`src/hw/rtl/rmps_pkg.sv`:
```
// Package with the shared types and constants of the mine placement shuffle block.
`timescale 1ns / 1ps
`default_nettype none

package rmps_pkg;

  // Fixed field widths of the request and result transactions.
  localparam int SEED_W  = 64;
  localparam int COUNT_W = 6;
  localparam int MAP_W   = 32;

  // xorshift64 shift amounts and the stand-in for a zero seed.
  localparam int XS_SHIFT_A = 13;
  localparam int XS_SHIFT_B = 7;
  localparam int XS_SHIFT_C = 17;
  localparam logic [SEED_W-1:0] ZERO_SEED_SUBST = 64'h0000_0000_DEAD_BEEF;

  // Sequencer states of the top level.
  typedef enum logic [1:0] {
    S_IDLE,
    S_DRAW,
    S_DIVIDE,
    S_FINISH
  } seq_state_t;

endpackage

`default_nettype wire

```
`src/hw/rtl/rmps_if.sv`:
```
// Valid/ready channel interfaces for the request and result transactions.
`timescale 1ns / 1ps
`default_nettype none

interface rmps_req_if;
  import rmps_pkg::*;

  logic               valid;
  logic               ready;
  logic [SEED_W-1:0]  seed;
  logic [COUNT_W-1:0] mine_total;

  modport source (output valid, seed, mine_total, input ready);
  modport sink   (input valid, seed, mine_total, output ready);
endinterface

interface rmps_res_if;
  import rmps_pkg::*;

  logic             valid;
  logic             ready;
  logic [MAP_W-1:0] mine_map;
  logic             count_error;

  modport source (output valid, mine_map, count_error, input ready);
  modport sink   (input valid, mine_map, count_error, output ready);
endinterface

`default_nettype wire

```
`src/hw/rtl/rmps_mod_unit.sv`:
```
// Bit-serial remainder unit: 64-bit dividend modulo a small divisor, one bit per cycle.
`timescale 1ns / 1ps
`default_nettype none

module rmps_mod_unit #(
  parameter int DW = 6
) (
  input  wire logic                       clk,
  input  wire logic                       rst,
  input  wire logic                       start,
  input  wire logic [rmps_pkg::SEED_W-1:0] dividend,
  input  wire logic [DW-1:0]              divisor,
  output logic                            done,
  output logic [DW-1:0]                   remainder
);
  import rmps_pkg::*;

  localparam int CNT_W = $clog2(SEED_W);

  logic              busy;
  logic [CNT_W-1:0]  cnt;
  logic [SEED_W-1:0] dvd;
  logic [DW-1:0]     div_q;
  logic [DW-1:0]     rem;
  logic [DW-1:0]     trial;
  logic [DW-1:0]     rem_next;

  // The partial remainder stays below the divisor, so its top bit is free for the shift.
  assign trial    = {rem[DW-2:0], dvd[SEED_W-1]};
  assign rem_next = (trial >= div_q) ? (trial - div_q) : trial;

  always_ff @(posedge clk) begin
    if (rst) begin
      busy <= 1'b0;
      done <= 1'b0;
      cnt  <= '0;
    end else begin
      done <= 1'b0;
      if (start) begin
        busy <= 1'b1;
        cnt  <= CNT_W'(SEED_W - 1);
      end else if (busy) begin
        if (cnt == '0) begin
          busy <= 1'b0;
          done <= 1'b1;
        end else begin
          cnt <= cnt - CNT_W'(1);
        end
      end
    end
  end

  always_ff @(posedge clk) begin
    if (start) begin
      dvd   <= dividend;
      div_q <= divisor;
      rem   <= '0;
    end else if (busy) begin
      dvd <= {dvd[SEED_W-2:0], 1'b0};
      rem <= rem_next;
    end
  end

  assign remainder = rem;

  a_rem_below_divisor: assert property (@(posedge clk) disable iff (rst)
    done |-> (rem < div_q))
    else $error("remainder not reduced below divisor");

  a_start_when_free: assert property (@(posedge clk) disable iff (rst)
    start |-> !busy)
    else $error("remainder unit started while busy");

  a_busy_after_start: assert property (@(posedge clk) disable iff (rst)
    start |=> busy)
    else $error("remainder unit did not begin after start");

endmodule

`default_nettype wire

```
`src/hw/rtl/random_mine_placement_shuffle_unit.sv`:
```
// Top level of the mine placement block: Fisher-Yates shuffle driven by xorshift64.
//
//  Channel  | Direction | Payload                         | Handshake
//  ---------+-----------+---------------------------------+-------------
//  request  | sink      | seed[63:0], mine_total[5:0]     | valid/ready
//  result   | source    | mine_map[31:0], count_error     | valid/ready
//
// A valid request shuffles the grid, 32 tiles at the default setting. Each shuffle step
// advances the generator in the draw state and then waits in the divide state for
// the bit-serial remainder unit, which walks the 64 bits of the draw one per cycle.
// A request with an out-of-range count skips the shuffle and returns an error result.
// Reset is synchronous and returns the sequencer to idle with no result pending.
// A result waits in the output register while the next request is accepted; a full
// output register only holds the sequencer in its last state.
`timescale 1ns / 1ps
`default_nettype none

module random_mine_placement_shuffle_unit #(
  parameter int GRID_TILES = 32
) (
  input wire logic  clk,
  input wire logic  rst,
  rmps_req_if.sink  request,
  rmps_res_if.source result
);
  import rmps_pkg::*;

  // Index width covers tiles 0 to GRID_TILES-1; the divisor i+1 needs one more bit.
  localparam int IW = (GRID_TILES > 2) ? $clog2(GRID_TILES) : 1;
  localparam int DW = IW + 1;
  localparam logic [COUNT_W:0] GRID_C = (COUNT_W + 1)'(GRID_TILES);

  seq_state_t state;
  seq_state_t state_next;

  logic [GRID_TILES-1:0] work_map;
  logic [SEED_W-1:0]     gen;
  logic [IW-1:0]         idx;
  logic                  err;

  logic             res_valid;
  logic [MAP_W-1:0] res_map;
  logic             res_err;

  logic                  accept;
  logic                  count_ok;
  logic [GRID_TILES-1:0] init_map;
  logic [SEED_W-1:0]     xs1;
  logic [SEED_W-1:0]     xs2;
  logic [SEED_W-1:0]     xs3;
  logic [DW-1:0]         divisor;
  logic                  mod_start;
  logic                  mod_done;
  logic [DW-1:0]         mod_rem;
  logic [IW-1:0]         jdx;
  logic [GRID_TILES-1:0] swap_map;
  logic                  out_load;
  logic [MAP_W+GRID_TILES-1:0] map_ext;

  assign accept = request.valid && request.ready;

  // Counts from 1 to GRID_TILES-1 are placed; anything else is an error result.
  assign count_ok = (request.mine_total != '0) && ({1'b0, request.mine_total} < GRID_C);

  // The lowest mine_total tiles start out as mines.
  always_comb begin
    for (int k = 0; k < GRID_TILES; k++) begin
      init_map[k] = ((COUNT_W + 1)'(k) < {1'b0, request.mine_total});
    end
  end

  // One xorshift64 step: three shift-and-xor stages.
  assign xs1 = gen ^ (gen << XS_SHIFT_A);
  assign xs2 = xs1 ^ (xs1 >> XS_SHIFT_B);
  assign xs3 = xs2 ^ (xs2 << XS_SHIFT_C);

  // The draw is reduced modulo i+1 by the shared serial remainder unit.
  assign divisor = DW'(idx) + DW'(1);

  rmps_mod_unit #(
    .DW (DW)
  ) u_mod (
    .clk       (clk),
    .rst       (rst),
    .start     (mod_start),
    .dividend  (xs3),
    .divisor   (divisor),
    .done      (mod_done),
    .remainder (mod_rem)
  );

  // The remainder is below i+1, so it always names a tile of the grid.
  assign jdx = mod_rem[IW-1:0];

  // Exchange tiles i and j; when they coincide the map is unchanged.
  always_comb begin
    swap_map      = work_map;
    swap_map[idx] = work_map[jdx];
    swap_map[jdx] = work_map[idx];
  end

  // Only tiles 0 to 31 are visible; a narrower grid is padded with empty tiles.
  assign map_ext = {MAP_W'(0), work_map};

  // Next-state logic of the sequencer.
  always_comb begin
    state_next = state;
    case (state)
      S_IDLE: begin
        if (accept) begin
          state_next = count_ok ? S_DRAW : S_FINISH;
        end
      end
      S_DRAW: begin
        state_next = S_DIVIDE;
      end
      S_DIVIDE: begin
        if (mod_done) begin
          state_next = (idx == IW'(1)) ? S_FINISH : S_DRAW;
        end
      end
      S_FINISH: begin
        if (out_load) begin
          state_next = S_IDLE;
        end
      end
      default: begin
        state_next = S_IDLE;
      end
    endcase
  end

  // Control outputs of the sequencer.
  always_comb begin
    request.ready = (state == S_IDLE);
    mod_start     = (state == S_DRAW);
    out_load      = (state == S_FINISH) && (!res_valid || result.ready);
  end

  always_ff @(posedge clk) begin
    if (rst) begin
      state     <= S_IDLE;
      res_valid <= 1'b0;
    end else begin
      state <= state_next;
      if (out_load) begin
        res_valid <= 1'b1;
      end else if (result.ready) begin
        res_valid <= 1'b0;
      end
    end
  end

  // Shuffle datapath and output register.
  always_ff @(posedge clk) begin
    if (accept) begin
      work_map <= count_ok ? init_map : '0;
      gen      <= (request.seed == '0) ? ZERO_SEED_SUBST : request.seed;
      idx      <= IW'(GRID_TILES - 1);
      err      <= !count_ok;
    end else if (state == S_DRAW) begin
      gen <= xs3;
    end else if ((state == S_DIVIDE) && mod_done) begin
      work_map <= swap_map;
      idx      <= idx - IW'(1);
    end
    if (out_load) begin
      res_map <= map_ext[MAP_W-1:0];
      res_err <= err;
    end
  end

  assign result.valid       = res_valid;
  assign result.mine_map    = res_map;
  assign result.count_error = res_err;

  a_error_map_empty: assert property (@(posedge clk) disable iff (rst)
    (result.valid && result.count_error) |-> (result.mine_map == '0))
    else $error("error result carries a nonzero map");

  a_done_only_dividing: assert property (@(posedge clk) disable iff (rst)
    mod_done |-> (state == S_DIVIDE))
    else $error("remainder finished outside the divide state");

  a_map_held_while_dividing: assert property (@(posedge clk) disable iff (rst)
    ((state == S_DIVIDE) && $past(state == S_DIVIDE) && !$past(mod_done))
      |-> $stable(work_map))
    else $error("working map changed while a draw was being reduced");

  a_draw_index_nonzero: assert property (@(posedge clk) disable iff (rst)
    (state == S_DRAW) |-> (idx != '0))
    else $error("shuffle step started at index zero");

endmodule

`default_nettype wire
```
`src/flat_wrapper.sv`:
```
// flat-port wrapper written by rule: the top's interface ports become plain ports
module random_mine_placement_shuffle_unit_flat import rmps_pkg::*;
#(
  parameter int GRID_TILES = 32
)
  (clk, rst, request_valid, request_seed, request_mine_total, request_ready, result_valid, result_mine_map, result_count_error, result_ready);
  rmps_req_if request_i ();
  rmps_res_if result_i ();
  input wire logic clk;
  input wire logic rst;
  input wire logic [$bits(request_i.valid)-1:0] request_valid;
  input wire logic [$bits(request_i.seed)-1:0] request_seed;
  input wire logic [$bits(request_i.mine_total)-1:0] request_mine_total;
  output wire logic [$bits(request_i.ready)-1:0] request_ready;
  output wire logic [$bits(result_i.valid)-1:0] result_valid;
  output wire logic [$bits(result_i.mine_map)-1:0] result_mine_map;
  output wire logic [$bits(result_i.count_error)-1:0] result_count_error;
  input wire logic [$bits(result_i.ready)-1:0] result_ready;
  assign request_i.valid = request_valid;
  assign request_i.seed = request_seed;
  assign request_i.mine_total = request_mine_total;
  assign request_ready = request_i.ready;
  assign result_valid = result_i.valid;
  assign result_mine_map = result_i.mine_map;
  assign result_count_error = result_i.count_error;
  assign result_i.ready = result_ready;
  random_mine_placement_shuffle_unit #(.GRID_TILES(GRID_TILES)) u_core (.clk(clk), .rst(rst), .request(request_i), .result(result_i));
endmodule
```
`config.mk`:
```
export PLATFORM = sky130hd
export DESIGN_NAME = random_mine_placement_shuffle_unit_flat
export DESIGN_NICKNAME = d
export VERILOG_FILES = /design/src/hw/rtl/rmps_pkg.sv /design/src/hw/rtl/rmps_if.sv /design/src/hw/rtl/rmps_mod_unit.sv /design/src/hw/rtl/random_mine_placement_shuffle_unit.sv /design/src/flat_wrapper.sv
export SDC_FILE = /design/constraint.sdc
export NUM_CORES = 1
export LEC_CHECK = 0
export ABC_AREA = 1
export BUFFER_PORTS_ARGS = -buffer_cell sky130_fd_sc_hd__buf_4
export CORE_MARGIN = 2
export CORE_UTILIZATION = 50
export DETAILED_ROUTE_END_ITERATION = 10
export PLACE_DENSITY = 0.71
export SYNTH_ARGS = -nofsm -noshare
export SYNTH_HDL_FRONTEND = slang
export SYNTH_HIERARCHICAL = 1
export SYNTH_SLANG_ARGS = --single-unit
```
`constraint.sdc`:
```
create_clock -name clk -period 4.2 [get_ports clk]
set_input_delay 0.42 -clock clk [delete_from_list [all_inputs] [get_ports clk]]
set_output_delay 0.42 -clock clk [all_outputs]
set_load 0.02 [all_outputs]
```
## After elaboration in Yosys (flattened, before gate mapping)

Index checks and enable logic that the tools add are counted.

| storage, ports and cells | value |
|---|---|
| input bits | 74 |
| memories | 0 |
| output and inout bits | 35 |
| bits in read-only memories | 0 |
| word-level logic and storage cells | 127 |
| register bits after elaboration | 221 |
| bits in latches | 0 |
| bits in writable memories | 0 |

| cells by class | value |
|---|---|
| bitwise operators | 5 |
| $mul | 0 |
| muxes and demuxes | 35 |
| reductions and logical operators | 22 |
| div/mod/pow operators | 0 |
| add/subtract/negate cells | 4 |
| shift-type cells | 0 |
| equality and inequality tests | 9 |
| order comparisons | 38 |

Operators with widths:

| cell | count |
|---|---|
| two-way mux 64 bit | 5 |
| two-way mux 32 bit | 4 |
| bitwise XOR 64 bit | 2 |
| less-than comparator 5 x 6 -> 1 bit, first input constant | 16 |
| bitwise mux 32 bit | 2 |
| zero test 64 bit | 1 |
| bitwise XOR 64 x 57 -> 64 bit | 1 |
| less-than comparator 4 x 6 -> 1 bit, first input constant | 8 |
| less-than comparator 3 x 6 -> 1 bit, first input constant | 4 |
| two-way mux 6 bit | 3 |
| less-than comparator 1 x 6 -> 1 bit, first input constant | 2 |
| less-than comparator 2 x 6 -> 1 bit, first input constant | 2 |
| less-than comparator 5 x 6 -> 1 bit, second input constant | 2 |
| binary-select mux 1 bit (select 5 bit) | 2 |
| demux 1 bit (select 5 bit) | 2 |
| greater-or-equal comparator 5 x 1 -> 1 bit, second input constant | 2 |
| two-way mux 1 bit | 10 |
| two-way mux 2 bit | 5 |
| case mux 2 bit (4 select lines) | 1 |
| nonzero test 2 bit | 4 |
| adder 5 x 1 -> 6 bit, second input constant | 1 |
| greater-or-equal comparator 6 bit | 1 |
| logical AND 1 bit | 6 |
| zero test 6 bit | 1 |
| other kinds (18) | 26 |

## Depth between registers and ports, before layout

Gate-level depths: netlist of the first run.

| depth | value |
|---|---|
| word-level depth | 9 |
| gate-level depth with buffers | 15 |
| gate-level depth less buffers | 13 |

## By module

Netlist of the first run, hierarchy kept.

By module, submodules not included:

| module | instances | area each (µm²) | cells an instance | seq. area each (µm²) |
|---|---|---|---|---|
| random_mine_placement_shuffle_unit | 1 | 9472.8 | 1275 | 4063.9 |
| rmps_mod_unit | 1 | 3925.0 | 425 | 2382.3 |

## Least setup slack after synthesis of the first run

OpenSTA, ideal clock, no wires.

| timing path | value |
|---|---|
| kind | input to register |
| from | input port request_valid |
| to | register u_core.gen[0], enable pin |
| setup time | 507 ps |
| arrival | 3602 ps |
| buffers on the path | 0 |
| data required time | 3693 ps |
| cell stages on the path | 2 |
| setup slack | 91 ps |
| cells stage by stage | inv_1 -> a21oi_1 |

| between the ends | value |
|---|---|
| word-level cells in the longest chain between the ends | 2 |

Ends and longest elaborated chain:

| what | RTL line | RTL |
|---|---|---|
| start: declaration | flat_wrapper.sv:11 | `input wire logic [$bits(request_i.valid)-1:0] request_valid;` |
| logical AND 1 bit | random_mine_placement_shuffle_unit.sv:60 | `assign accept = request.valid && request.ready;` |
| nonzero test 2 bit (no line) | - |  |
| end signal: assignment | random_mine_placement_shuffle_unit.sv:158 | `gen <= (request.seed == '0) ? ZERO_SEED_SUBST : request.seed;` |
| end signal: assignment | random_mine_placement_shuffle_unit.sv:162 | `gen <= xs3;` |
| end: declaration | random_mine_placement_shuffle_unit.sv:37 | `logic [SEED_W-1:0] gen;` |

Every way passes these cells.
A chain may end at the register's enable or synchronous reset.

## Worst setup path in the final report of the first run

| timing path | value |
|---|---|
| from | register u_core.u_mod.rem[1] (netlist: u_core/u_mod/remainder[1]) |
| to | register u_core.work_map[8], data pin |

| between the ends | value |
|---|---|
| word-level cells in the longest chain between the ends | 8 |
| elaborated cells on any way between the ends | 12 |
| those cells by class | 2 x order compare; 9 x mux; 1 x reduce/logical |

Ends and longest elaborated chain:

| what | RTL line | RTL |
|---|---|---|
| start: declaration | rmps_mod_unit.sv:24 | `logic [DW-1:0] rem;` |
| start signal: assignment | rmps_mod_unit.sv:60 | `rem <= rem_next;` |
| less-than comparator 5 x 6 -> 1 bit (not written as such) / greater-or-equal comparator 5 x 1 -> 1 bit (equally long branches) | random_mine_placement_shuffle_unit.sv:99 | `swap_map[jdx] = work_map[idx];` |
| logical AND 1 bit (not written as such) | random_mine_placement_shuffle_unit.sv:99 |  |
| two-way mux 1 bit (not written as such) | random_mine_placement_shuffle_unit.sv:99 |  |
| demux 1 bit (select 5 bit) | - |  |
| bitwise mux 32 bit * | random_mine_placement_shuffle_unit.sv:99 |  |
| two-way mux 32 bit * | random_mine_placement_shuffle_unit.sv:163 | `end else if ((state == S_DIVIDE) && mod_done) begin` |
| two-way mux 32 bit * | random_mine_placement_shuffle_unit.sv:161 | `end else if (state == S_DRAW) begin` |
| two-way mux 32 bit * | random_mine_placement_shuffle_unit.sv:156 | `if (accept) begin` |
| end signal: assignment | random_mine_placement_shuffle_unit.sv:157 | `work_map <= count_ok ? init_map : '0;` |
| end signal: assignment | random_mine_placement_shuffle_unit.sv:164 | `work_map <= swap_map;` |
| end: declaration | random_mine_placement_shuffle_unit.sv:36 | `logic [GRID_TILES-1:0] work_map;` |

Every way passes the cells marked *; elsewhere a longest branch is shown, timed or not. The select of a mux whose other input is x is not followed.

==> results of run 1 <==
state kept, by name, indices dropped and copies added (netlist names):
signal	flops
u_core/err	1
u_core/gen	64
u_core/idx	5
u_core/result.count_error	1
u_core/result.mine_map	32
u_core/result.valid	1
u_core/state	2
u_core/u_mod/busy	1
u_core/u_mod/cnt	6
u_core/u_mod/div_q	6
u_core/u_mod/done	1
u_core/u_mod/dvd	64
u_core/u_mod/remainder	5
u_core/work_map	32
how the worst max path moves through the flow:
stage | from | end | slack (ps) | depth (start not counted)
final | u_core/u_mod/remainder[1]$_SDFFE_PP0P_ | u_core/work_map[8]$_DFFE_PP_ | 1260 | 11
after detailed placement | u_core/u_mod/remainder[1]$_SDFFE_PP0P_ | u_core/work_map[8]$_DFFE_PP_ | 1330 | 11
after global routing | u_core/u_mod/remainder[1]$_SDFFE_PP0P_ | u_core/work_map[8]$_DFFE_PP_ | 910 | 11
after global placement | u_core/u_mod/remainder[1]$_SDFFE_PP0P_ | u_core/work_map[16]$_DFFE_PP_ | 1340 | 11
after floorplan | request_valid | u_core/gen[0]$_DFFE_PP_ | 90 | 2
after CTS | u_core/u_mod/remainder[1]$_SDFFE_PP0P_ | u_core/work_map[8]$_DFFE_PP_ | 1320 | 11
per-stage QoR:
| stage | setup slack (ps) | hold WS, ps |
|---|---|---|
| after floorplan | 90.7 | 400 |
| after global placement | 1340 | 452 |
| after detailed placement | 1330 | 469 |
| after CTS | 1320 | 140 |
| after global routing | 908 | 147 |
| final | 1260 | 155 |
layout make-up:
class,count,area (sq um)
clock buffers,27,633
clock inverters,18,220
fillers,2322,10900
inverters,149,562
multi-input cells,1249,6050
flip-flops and latches,221,6430
well taps,335,419
repair buffers,118,898
where the power goes:
part	total, W	internal (W)	switching, W
registers	0.00382	0.00337	0.000451
logic	0.00717	0.00254	0.00464
clock network	0.00230	0.00139	0.000903
per-layer routing:
metal / track usage / up-vias / routed length (um)
met3: 0.0404 / 103 / 3090
met4: 0.0956 / 0 / 1390
li1: - / 5499 / -
met5: 0 / - / 0
met2: 0.423 / 568 / 17000
met1: 0.344 / 5265 / 14900
==> impl_metrics.csv, run 1 <==
group,metric,value,unit
critical_path,r2r_setup_slack,1260,ps
critical_path,critPathLaunchType,"flop",
global_route,grt_pass1_vias,10900,
final_layout,layout_common_cells,"nand2_1, edfxtp_1, nor2_1",
floorplanning,die_w,167,um
clocking,clk_pin_slew,60,ps
floorplanning,die_y,167,um
outcome,outcome,"complete, no violations",
clocking,ctsHoldBuffers,0,
timing,skew,12.0,ps
clocking,cts_made_buffers,25,
hold_path,hold_depth,2,
hold_path,min_from,"rst",
critical_path,worstSetupEndpointType,"flop",
timing,hold_viol,0,
detailed_routing,firstDrtPassIters,7,
floorplanning,core,26100,sq um
clocking,clock_latency,520,ps
clocking,htreeDepth,1,
timing,rsz0062_at_grt,"no",
placed_design,gp_congestion,0.968,
clocking,root_buffer,"clkbuf_16",
synth,syn_nets,1769,
flow_run,maxCapViolations,0,
detailed_routing,wl_per_cell,17.2,um
critical_path,reg2reg_to,"u_core/work_map[8]$_DFFE_PP_",
timing,setup-violations-final,0,
critical_path,worstPathMaxFanout,32,
detailed_routing,num_vias,11400,
detailed_routing,drt_first_iter_violations,1347,
floorplanning,die_area,27900,sq um
floorplanning,io_pins,109,
critical_path,crit_path_top_delay_cell,"nand2_1",
synth,netlist_area,13300,sq um
critical_path,slowest_delay,740,ps
timing,tns,0,ps
placed_design,dpl.hpwl,26400,um
global_route,grt_pass1_wl,57200,um
final_layout,utilization,0.584,
critical_path,critical_path_class,"reg2reg",
critical_path,crit_chain,"clkinv_1 -> nand2_1 -> nand2_1 -> nand2_1 -> nand2_1 -> nor2_1 -> nand2_1 -> nand2_1 -> nand2_1 -> nand2_1 -> nand2_1",
power_and_ir_drop,vdd_ir_drop_max,0.549,mV
clocking,cts_tree,"built",
timing,maxSlewHeadroom,0.158,
final_layout,drive_gt1_frac,0.109,
timing,layout_min_cycle_time,2940,ps
detailed_routing,ant_nets,0,
detailed_routing,drc_errors,0,
hold_path,hold_class,"in2reg",
synth,syn_inst,1682,
floorplanning,initial_utilization,0.511,
critical_path,crit_buf_inv,1,
detailed_routing,wirelength,36400,um
clocking,ctsResizeCount,0,
critical_path,cp.required,4480,ps
floorplanning,num_rows,59,
global_route,antenna_found_initial,0,
placed_design,placed_cells,2072,
critical_path,cpMostUsedCell,"nand2_1",
power_and_ir_drop,p_per_area,874,nW/um^2
detailed_routing,vias_per_cell,5.40,
synth,yosys_warnings,6,
final_layout,layout.nets,1851,
timing,slew_violations,0,
power_and_ir_drop,p_leak,6.69,nW
global_route,track_usage,0.257,
placed_design,portBuffers,108,
power_and_ir_drop,totalPowerFinal,0.0133,W
final_layout,final_common_cell,"nand2_1",
final_layout,stdcell_count,2117,
timing,max_freq,340,MHz
hold_path,holdPathEnd,"u_core/u_mod/cnt[4]$_SDFFE_PP0P_",
clocking,cts_setup_buffers,0,
synth,syn_area_per_cell,7.91,sq um
critical_path,r2r-start,"u_core/u_mod/remainder[1]$_SDFFE_PP0P_",
critical_path,cp_top_family,"simple AND/OR/NAND/NOR gates",
critical_path,reg2reg_depth,11,
clocking,clock-sinks,221,
clocking,cts_buffer_depth,3,
critical_path,cp.arrival,3220,ps
timing,fin_crit_sh,0.700,
global_route,gr-total-overflow,0,
placed_design,place_area,14400,sq um
timing,tightestPinTransition,1260,ps
final_layout,antennaDiodeCount,0,
final_layout,fin_area,15200,sq um
global_route,grt_max_degree,108,
final_layout,area_delta_synth_final,14.3,%
(Power assumes the default switching activity.)
==> run 2: changes to the inputs <==
--- a/config.mk
+++ b/config.mk
@@ -5,12 +5,12 @@
 export SDC_FILE = /design/constraint.sdc
 export NUM_CORES = 1
 export LEC_CHECK = 0
-export ABC_AREA = 1
+export ABC_AREA = 0
 export BUFFER_PORTS_ARGS = -buffer_cell sky130_fd_sc_hd__buf_4
 export CORE_MARGIN = 2
 export CORE_UTILIZATION = 50
 export DETAILED_ROUTE_END_ITERATION = 10
-export PLACE_DENSITY = 0.71
+export PLACE_DENSITY = 0.69
 export SYNTH_ARGS = -nofsm -noshare
 export SYNTH_HDL_FRONTEND = slang
 export SYNTH_HIERARCHICAL = 1
==> constraint.sdc (replaced) <==
create_clock -name clk -period 2.9 [get_ports clk]
set_input_delay 0.29 -clock clk [delete_from_list [all_inputs] [get_ports clk]]
set_output_delay 0.29 -clock clk [all_outputs]
set_load 0.02 [all_outputs]
==> run 2 against run 1 <==
Die area fell by 5.4%. Clock power rose by 33%. Total power rose by 44%. Largest power group unchanged. Largest cell class unchanged. Critical path type unchanged. Non-clock buffer count rose by 27. Combinational power rose by 45%.
==> impl_metrics.csv, run 2 <==
group,metric,value,unit
detailed_routing,ant_nets,0,
synth,netlist_area,12600,sq um
power_and_ir_drop,p_switching,0.00819,W
detailed_routing,wl_per_cell,21.9,um
critical_path,critical_path_class,"reg2reg",
timing,hold_viol,0,
placed_design,gp_congestion,0.907,
final_layout,layout_common_cells,"edfxtp_1, nor2_1, buf_4",
clocking,root_buffer,"clkbuf_16",
detailed_routing,vias_per_cell,6.03,
timing,skew,12.9,ps
critical_path,reg2reg_depth,7,
final_layout,drive_gt1_frac,0.217,
final_layout,reg.largest.list,"u_core/gen x64, u_core/u_mod/dvd x64",
detailed_routing,drt_first_iter_violations,1346,
clocking,cts_setup_buffers,0,
floorplanning,die_y,163,um
final_layout,area_delta_synth_final,16.4,%
critical_path,worstSetupEndpointType,"flop",
clocking,ctsHoldBuffers,0,
power_and_ir_drop,combPwrFrac,0.545,
critical_path,crit_end,"u_core/work_map[13]$_DFFE_PP_",
power_and_ir_drop,p_sw_frac,0.428,
final_layout,multi_input_area,5780,sq um
floorplanning,num_rows,58,
detailed_routing,wirelength,34700,um
power_and_ir_drop,clockPowerShare,0.161,
global_route,gr-total-overflow,0,
power_and_ir_drop,p_leak,5.21,nW
hold_path,hold_depth,2,
global_route,grt_pass1_wl,53000,um
clocking,htreeDepth,1,
timing,tns,0,ps
power_and_ir_drop,totalPowerFinal,0.0191,W
detailed_routing,drc_errors,0,
power_and_ir_drop,p_int,0.0109,W
hold_path,hold_class,"in2reg",
floorplanning,die_area,26400,sq um
global_route,grt_max_degree,77,
clocking,cts_buffer_depth,3,
detailed_routing,firstDrtPassIters,5,
floorplanning,initial_utilization,0.504,
global_route,antenna_found_initial,0,
synth,yosys_warnings,6,
clocking,cts_made_buffers,25,
critical_path,r2r_setup_slack,310,ps
critical_path,cp.arrival,2830,ps
synth,syn_inst,1132,
final_layout,antennaDiodeCount,0,
synth,syn_area_per_cell,11.1,sq um
global_route,track_usage,0.261,
timing,fin_crit_sh,0.893,
clocking,clk_pin_slew,60,ps
power_and_ir_drop,pwr-share-seq,0.294,
flow_run,maxCapViolations,0,
critical_path,startpoint,"u_core/u_mod/remainder[0]$_SDFFE_PP0P_",
timing,tightestPinTransition,1120,ps
critical_path,r2r-start,"u_core/u_mod/remainder[0]$_SDFFE_PP0P_",
final_layout,layout.nets,1323,
timing,max_freq,386,MHz
timing,layout_min_cycle_time,2590,ps
clocking,clock-sinks,221,
critical_path,worstPathMaxFanout,18,
floorplanning,core,25000,sq um
placed_design,portBuffers,108,
clocking,cts_tree,"built",
global_route,grt_pass1_vias,9108,
critical_path,critPathLaunchType,"flop",
floorplanning,io_pins,109,
final_layout,utilization,0.586,
power_and_ir_drop,vdd_ir_drop_max,0.796,mV
timing,slew_violations,0,
final_layout,fill_cells,2111,
critical_path,cp.required,3140,ps
final_layout,seq_area,6430,sq um
timing,whs,37.2,ps
timing,rsz0062_at_grt,"no",
clocking,clock_latency,520,ps
synth,syn_nets,1219,
detailed_routing,num_vias,9551,
clocking,ctsResizeCount,0,
power_and_ir_drop,p_per_area,1310,nW/um^2
timing,setup-violations-final,0,
outcome,outcome,"complete, no violations",
critical_path,reg2reg_to,"u_core/work_map[13]$_DFFE_PP_",
floorplanning,die_w,163,um
timing,maxSlewHeadroom,0.243,
placed_design,dpl.hpwl,24800,um
final_layout,final_common_cell,"edfxtp_1",
run 2: critical path, cell delays in order, from the launching register on:
cell      delay, ps
dfxtp_1         510
buf_4           300
mux2i_1         250
o22ai_1         110
a32oi_1         250
nand4b_4        370
nand2_1         350
o221ai_1        160
run 2: worst min-delay path by stage:
stage                                    start                                   to  slack [ps]
final                                      rst         u_core/state[0]$_SDFFE_PP0P_          40
after global routing                       rst         u_core/state[0]$_SDFFE_PP0P_          40
after CTS                                  rst         u_core/state[0]$_SDFFE_PP0P_          30
after detailed placement  u_core/err$_DFFE_PP_  u_core/result.count_error$_DFFE_PP_         440
after global placement    u_core/err$_DFFE_PP_  u_core/result.count_error$_DFFE_PP_         440
after floorplan                            rst     u_core/result.valid$_SDFFE_PP0P_         360
run 2: layout make-up:
cell class                 count  area share
clock buffer                  31      0.0456
clock inverter                14     0.00838
inverter                      25     0.00641
multi-input combinational    818       0.395
sequential                   221       0.439
tap                          330      0.0282
timing repair buffer         145      0.0778
run 2: routing by layer:
layer / vias up / share of wire / track usage
met5: - / 0 / 0
met4: 0 / 0.026 / 0.0684
met3: 73 / 0.087 / 0.0435
met2: 503 / 0.47 / 0.416
met1: 4651 / 0.42 / 0.372
li1: 4324 / - / -
run 2: stage by stage:
stage          instances  instance area [sq um]  worst slack [ps]
6_report            1584                  14600               311
5_1_grt             1584                  14600               156
4_1_cts             1584                  14600               318
3_5_place_dp        1539                  13800              53.0
3_3_place_gp        1539                  13800              20.0
2_1_floorplan       1132                  12600               209
run 2: power groups by stage:
| stage | Combinational, W | Clock [W] | Sequential (W) |
|---|---|---|---|
| global route | 0.0112 | 0.00323 | 0.00569 |
| CTS | 0.0102 | 0.00311 | 0.00561 |
| global placement | 0.00991 | 0 | 0.00567 |
| floorplan | 0.00748 | 0 | 0.00536 |
| detailed placement | 0.0101 | 0 | 0.00567 |
| finish | 0.0104 | 0.00307 | 0.00563 |
